**src/hw/rtl/mvsm_pkg.sv**
```systemverilog
// Shared types and constants for the multi-voice sample mixer.
package mvsm_pkg;

	localparam int VOICES_DEF      = 8;
	localparam int SLOTS_DEF       = 16;
	localparam int VOLUME_FULL_DEF = 128;
	localparam int STORE_WORDS_DEF = 65536;

	localparam int ACT_W  = 3;
	localparam int ADDR_W = 16;
	localparam int BYTE_W = 8;
	localparam int SLOT_W = 4;
	localparam int LEN_W  = 17;
	localparam int GAIN_W = 8;
	localparam int VNUM_W = 3;
	localparam int STAT_W = 2;
	localparam int ACC_W  = 16;

	localparam logic [ACT_W-1:0] ACT_WRITE     = 3'd0;
	localparam logic [ACT_W-1:0] ACT_DEFINE    = 3'd1;
	localparam logic [ACT_W-1:0] ACT_VOLUME    = 3'd2;
	localparam logic [ACT_W-1:0] ACT_PLAY      = 3'd3;
	localparam logic [ACT_W-1:0] ACT_LOOP      = 3'd4;
	localparam logic [ACT_W-1:0] ACT_STOP      = 3'd5;
	localparam logic [ACT_W-1:0] ACT_STOP_LOOP = 3'd6;
	localparam logic [ACT_W-1:0] ACT_TICK      = 3'd7;

	localparam logic [STAT_W-1:0] ST_OK       = 2'd0;
	localparam logic [STAT_W-1:0] ST_UNLOADED = 2'd1;
	localparam logic [STAT_W-1:0] ST_NO_VOICE = 2'd2;

	typedef enum logic [2:0] {
		S_IDLE,
		S_SCAN,
		S_READ,
		S_ACC,
		S_SONG,
		S_OUT
	} state_t;

endpackage

```
**src/hw/rtl/mvsm_scaler.sv**
```systemverilog
// Registered (byte-128)*gain/VOLUME_FULL with truncation toward zero.
module mvsm_scaler
	import mvsm_pkg::*;
#(
	parameter int VOLUME_FULL = VOLUME_FULL_DEF
) (
	input  logic                     clk,
	input  logic [BYTE_W-1:0]        sample,
	input  logic [GAIN_W-1:0]        gain,
	output logic signed [ACC_W-1:0]  scaled_s1
);
	// reciprocal multiply, exact for magnitudes below 2^15 and divisors up to 255
	localparam int RECIP_SH = 24;
	localparam int RECIP    = ((1 << RECIP_SH) + VOLUME_FULL - 1) / VOLUME_FULL;
	localparam int PROD_W   = BYTE_W + GAIN_W + 2;

	logic signed [BYTE_W:0]     centered;
	logic signed [BYTE_W+GAIN_W+1:0] prod;
	logic [BYTE_W+GAIN_W+1:0]   mag;
	logic [BYTE_W+GAIN_W+1:0]   quo;
	logic [PROD_W+RECIP_SH:0]   recip_prod;

	always_comb begin
		centered = $signed({1'b0, sample}) - $signed(9'd128);
		prod = centered * $signed({1'b0, gain});
		mag = prod[BYTE_W+GAIN_W+1] ? -prod : prod;
		recip_prod = mag * (RECIP_SH+1)'(RECIP);
		quo = recip_prod[RECIP_SH +: PROD_W];
	end

	always_ff @(posedge clk) begin
		scaled_s1 <= prod[BYTE_W+GAIN_W+1] ? -$signed(ACC_W'(quo)) : $signed(ACC_W'(quo));
	end
endmodule

```
**config.mk**
```make
export PLATFORM = sky130hd
export DESIGN_NAME = mvsm_scaler
export DESIGN_NICKNAME = d
export VERILOG_FILES = /design/src/hw/rtl/mvsm_pkg.sv /design/src/hw/rtl/mvsm_scaler.sv
export SDC_FILE = /design/constraint.sdc
export NUM_CORES = 1
export LEC_CHECK = 0
export ABC_AREA = 1
export BUFFER_PORTS_ARGS = -buffer_cell sky130_fd_sc_hd__buf_2
export CELL_PAD_IN_SITES_DETAIL_PLACEMENT = 0
export CELL_PAD_IN_SITES_GLOBAL_PLACEMENT = 1
export CORE_AREA = 3 3 101 103
export DETAILED_ROUTE_END_ITERATION = 10
export DIE_AREA = 0 0 104 106
export PLACE_DENSITY_LB_ADDON = 0.12
export SLEW_MARGIN = 10
export SYNTH_ARGS = -nofsm -noshare
export SYNTH_HDL_FRONTEND = slang
export SYNTH_SLANG_ARGS = --single-unit
export TNS_END_PERCENT = 100
```
**constraint.sdc**
```tcl
create_clock -name clk -period 9.62 [get_ports clk]
set_input_delay 1.924 -clock clk [delete_from_list [all_inputs] [get_ports clk]]
set_output_delay 1.924 -clock clk [all_outputs]
set_load 0.03 [all_outputs]
```
==> metrics.md, run 1 <==
| Metric | Value |
|---|---|
| Final Hold Violating Endpoints | `0` |
| Critical path startpoint category | `primary input` |
| Worst Hold Class | `primary input to flop` |
| FMAX | `141 MHz` |
| Total GRT Usage | `0.166` |
| Critical Path Source | `sample[7]` |
| WL per Instance | `10.7 um` |
| Max Cap Violations | `0` |
| Syn_area_per_cell | `6.66 um2` |
| Fin crit share | `0.737` |
| Most frequent cells in the layout | `180 x inv_1, 180 x nand2_1, 55 x fa_1, 37 x nand3_1, 37 x ha_1` |
| Worst Path Required | `9.77 ns` |
| Largest register FFs | `16` |
| Distinct cells, synth | `33` |
| Initial antenna violation count | `0` |
| Most used cell, CP | `nand2_1` |
| CTS Hold Bufs | `0` |
| Synthesis-to-finish area growth | `6.37%` |
| Yosys warnings | `0` |
| Synth Flop Type | `dfxtp_1` |
| Vias per cell | `4.52` |
| Residual DRC | `0` |
| Slew Limit Headroom | `0.715` |
| Dpl hpwl | `7.53 mm` |
| Post-synthesis cell count | `631` |
| Status | `finished, final reports clean` |
| CTS tree | `built` |
| Biggest regs | `scaled_s1 x16` |
| Area leader, netlist | `fa_1` |
| CP max stage cell | `fa_1` |
| Pin count of the biggest net entering global routing | `24` |
| Layout cells sized above 1 | `0.128` |
| Ports | `33` |
| Critical Path End Type | `flop` |
| Core region area | `0.00928 mm2` |
| Area fraction of the dominant cell type after synthesis | `0.262` |
| EDFF count, synth | `0` |
| Setup Viol. Count Final | `0` |
| Cell Count Post-Placement | `773` |
| Vias in the first global route | `3545` |
| Number of H-tree levels | `1` |
| Area contributors post-synth | `fa_1 26%, inv_1 16%, nand2_1 16%` |
| Fin crit period | `7.09 ns` |
| CTS resizes | `0` |
| Row cnt | `35` |
| Initial Util | `0.453` |
| Routed WL | `8.33 mm` |
| Fin cells | `776` |
| RSZ-0062 raised after global routing | `no` |
| Buffers on Ports | `32` |
| First DRT Iteration DRCs | `160` |
| Total negative setup slack | `0 ns` |
| Post-layout nets | `758` |
| CTS clk-pin slew, worst paths | `0.06 ns` |
| Critical Path Fanout Max | `23` |
| ANT cells | `0` |
| Setup Buffers After CTS | `0` |
| Critical path arrival | `7.23 ns` |
| Drt pass-1 iters | `4` |
| Seq/Total Area, Yosys | `0.0762` |
| DIE HEIGHT | `106 um` |
| Global route overflow | `0` |
| Final Wtd Congestion | `0.812` |
| Async SR Flop Fraction | `0` |
| HP Start | `sample[0]` |
| CTS buffer count | `3` |
| Clock buffer depth | `2` |
| Cell Area, Synth | `0.00420 mm2` |
| Setup CP Type | `primary input to flop` |
| Slew @ Worst Pin | `0.426 ns` |
| Via count | `3511` |
| Die width | `104 um` |
| CTS Root Cell | `clkbuf_8` |
| Fin. max-slew vios | `0` |
| Die area | `0.0110 mm2` |
| TritonCTS Sinks | `16` |
| Antenna viol nets, final | `0` |
| Crit-path max cell delay | `0.66 ns` |
| Syn Nets | `740` |
| Largest Register | `scaled_s1` |
| First-pass GRT wire length | `15.5 mm` |
| Synthesis-stage register bit count | `16` |
[routing by layer]
metal | up-vias | wire (um) | share of wire | global-route usage
li1 | 1844 | - | - | -
met1 | 1623 | 4130 | 0.50 | 0.225
met2 | 44 | 3930 | 0.47 | 0.304
met3 | 0 | 261 | 0.031 | 0.0176
met4 | 0 | 0 | 0 | 0.00285
met5 | - | 0 | 0 | 0
[final timing paths]
path	endpoint	slack [ns]	cells after the start
worst max-delay path	scaled_s1[10]$_DFF_P_	2.53	30
worst min-delay path	scaled_s1[0]$_DFF_P_	2.48	8
[worst max-delay path: cells and delay by family]
family	cells	cell delay, ns
adder cells (fa/ha/maj)	6	2.67
AND/OR/NAND/NOR	14	1.58
buffers and inverters	8	0.64
AO/OA/AOI/OAI	2	0.39
[synthesized netlist by cell type, types with 2 or more instances]
cell type	n
nand3_4	2
xor2_1	5
inv_2	8
clkbuf_1	15
dfxtp_1	16
nand3b_1	5
nand3_1	37
nand2_2	21
ha_1	37
buf_6	3
a21oi_1	8
nor2_4	2
xnor2_1	3
nand2_1	180
nor2_1	23
o21ai_0	2
nand4_1	8
inv_1	180
nand2_4	3
fa_1	55
nor2_2	6
[cell families after synthesis]
| group | Yosys count | share of synthesized area |
|---|---|---|
| simple gates | 291 | 0.316 |
| buf+inv | 208 | 0.191 |
| fa+ha+maj | 92 | 0.372 |
| compound gates | 16 | 0.0280 |
| flops | 16 | 0.0762 |
| xor+xnor | 8 | 0.0167 |
[final cells by class]
class / instances / area, um2
Fill cell: 1031 / 4810
Tap cell: 129 / 161
Clock buffer: 3 / 41.3
Timing Repair Buffer: 32 / 160
Multi-Input combinational cell: 407 / 3080
Sequential cell: 16 / 320
Inverter: 189 / 709
[stage by stage]
step                setup slack, ns   util  instance area, um2  hold WS (ns)
finish                         2.53  0.482                4470          2.48
global route                   2.00  0.482                4470          2.54
CTS                            2.47  0.482                4470          2.50
detailed placement             2.24  0.477                4430          2.36
global placement               2.39  0.477                4430          2.36
floorplan                      2.80      -                4200          2.30
Power of run 1 is left out: the tool's default activity adds up to more than one toggle a clock period on the data nets, which glitch-free logic cannot reach.
==> run 2: changes to the inputs <==
Settings changed: CORE_AREA 3 3 101 103 to 3 3 106 108, DIE_AREA 0 0 104 106 to 0 0 109 111.
Clock period 9.62 ns to 5.8 ns, I/O delays scaled along.
==> metrics.md, run 2 (synthesized netlist as in run 1, its figures left out) <==
| Metric | Value |
|---|---|
| Most used cell, CP | `fa_1` |
| First-pass GRT wire length | `16.3 mm` |
| Dpl hpwl | `8.00 mm` |
| Total GRT Usage | `0.161` |
| Commonest non-fill, non-tap cell in the layout | `inv_1` |
| Finished Core Util | `0.531` |
| Via count | `3824` |
| Worst Hold Class | `flop to output port` |
| Biggest regs | `scaled_s1 x16` |
| CTS buffer count | `3` |
| Number of H-tree levels | `1` |
| ANT cells | `0` |
| Drt pass-1 iters | `4` |
| Post-layout nets | `841` |
| Max Cap Violations | `0` |
| Initial Util | `0.407` |
| Worst Path Required | `5.95 ns` |
| CTS tree | `built` |
| Pin count of the biggest net entering global routing | `14` |
| Worst Setup EP | `scaled_s1[10]$_DFF_P_` |
| FMAX | `179 MHz` |
| Final Wtd Congestion | `0.806` |
| WL per Instance | `10.6 um` |
| Cell Area, Placed | `0.00504 mm2` |
| Fin crit share | `0.965` |
| Fin crit period | `5.60 ns` |
| Routed WL | `9.23 mm` |
| Vias in the first global route | `3855` |
| Row cnt | `37` |
| Buffers on Ports | `32` |
| Largest Register | `scaled_s1` |
| Die width | `109 um` |
| Setup Viol. Count Final | `0` |
| Fin. max-slew vios | `0` |
| First DRT Iteration DRCs | `161` |
| Layout cells sized above 1 | `0.312` |
| Final Instance Area | `0.00548 mm2` |
| Cell Count Post-Placement | `855` |
| Antenna viol nets, final | `0` |
| Final Hold Violating Endpoints | `0` |
| Slew Limit Headroom | `0.794` |
| Clock buffer depth | `2` |
| Global route overflow | `0` |
| Synthesis-to-finish area growth | `30.3%` |
| Critical Path Fanout Max | `4` |
| DIE HEIGHT | `111 um` |
| Critical path startpoint category | `primary input` |
| CTS Root Cell | `clkbuf_8` |
| Vias per cell | `4.41` |
| Most frequent cells in the layout | `169 x inv_1, 157 x nand2_1, 79 x buf_4, 54 x fa_1, 34 x nand2_2` |
| Die area | `0.0121 mm2` |
| Fill cells | `1058` |
| Residual DRC | `0` |
| TritonCTS Sinks | `16` |
| Slew @ Worst Pin | `0.308 ns` |
| Status | `finished, final reports clean` |
| CTS clk-pin slew, worst paths | `0.06 ns` |
| Crit-path max cell delay | `0.57 ns` |
| Critical Path Source | `sample[7]` |
| Total negative setup slack | `0 ns` |
| Initial antenna violation count | `0` |
| Critical Path End Type | `flop` |
| Largest register FFs | `16` |
| Critical path arrival | `5.75 ns` |
| Setup CP Type | `primary input to flop` |
| Ports | `33` |
| Fin cells | `867` |
| Core region area | `0.0103 mm2` |
| CP max stage cell | `fa_1` |
[run 2: cell count changes in the layout (fill, tap and decap cells not counted), moves of 5 or more]
| cell | change |
|---|---|
| ha_4 | +9 |
| nor2_1 | -6 |
| ha_1 | -10 |
| inv_2 | +9 |
| buf_4 | +79 |
| nand3_1 | -5 |
| inv_1 | -11 |
| nand2_2 | +13 |
| nand2_1 | -23 |
| nand2_4 | +10 |
[run 2: final cells by class]
cell class,instances,area [um2],share of cell area
multi-input cells,407,3400,0.621
inverters,189,719,0.131
well taps,136,170,0.0311
repair buffers,115,813,0.148
clock buffers,4,55.1,0.0101
flip-flops and latches,16,320,0.0585
[run 2: what timing repair did]
action                                  in CTS  in global routing
resized for setup                            2                 75
endpoints found under the setup margin       3                 13
hold buffers                                 0                  0
pin swaps                                    1                 40
buffers inserted                             0                  8
hold endpoints to repair                     0                  0
[run 2: worst min path at each step]
| stage | startpoint | end | slack (ns) | cells after the start |
|---|---|---|---|---|
| after floorplan | scaled_s1[0]$_DFF_P_ | scaled_s1[0] | 1.53 | 0 |
| after global placement | scaled_s1[4]$_DFF_P_ | scaled_s1[4] | 1.59 | 1 |
| after detailed placement | scaled_s1[9]$_DFF_P_ | scaled_s1[9] | 1.60 | 1 |
| after CTS | scaled_s1[4]$_DFF_P_ | scaled_s1[4] | 1.87 | 1 |
| after global routing | scaled_s1[0]$_DFF_P_ | scaled_s1[0] | 1.89 | 1 |
| final | scaled_s1[7]$_DFF_P_ | scaled_s1[7] | 1.87 | 1 |
[run 2: routing by layer]
| metal | share of wire | track usage | vias to the layer above |
|---|---|---|---|
| li1 | - | - | 2016 |
| met1 | 0.49 | 0.231 | 1766 |
| met2 | 0.47 | 0.269 | 37 |
| met3 | 0.032 | 0.0198 | 5 |
| met4 | 0.0025 | 0.0126 | 0 |
| met5 | 0 | 0 | - |
[run 2: metrics by stage]
step,hold WS (ns),worst slack [ns]
finish,1.87,0.202
global route,1.89,-0.0360
floorplan,1.53,0.0125
global placement,1.59,-0.169
detailed placement,1.60,-0.275
CTS,1.87,0.0126
[run 2: worst max-delay path, delay by kind of cell]
kind            cells  cell delay [ns]
fa+ha+maj           6             2.50
compound gates      1             0.18
buf+inv             6             0.45
simple gates       14             1.43
Power of run 2 is left out for the same reason.
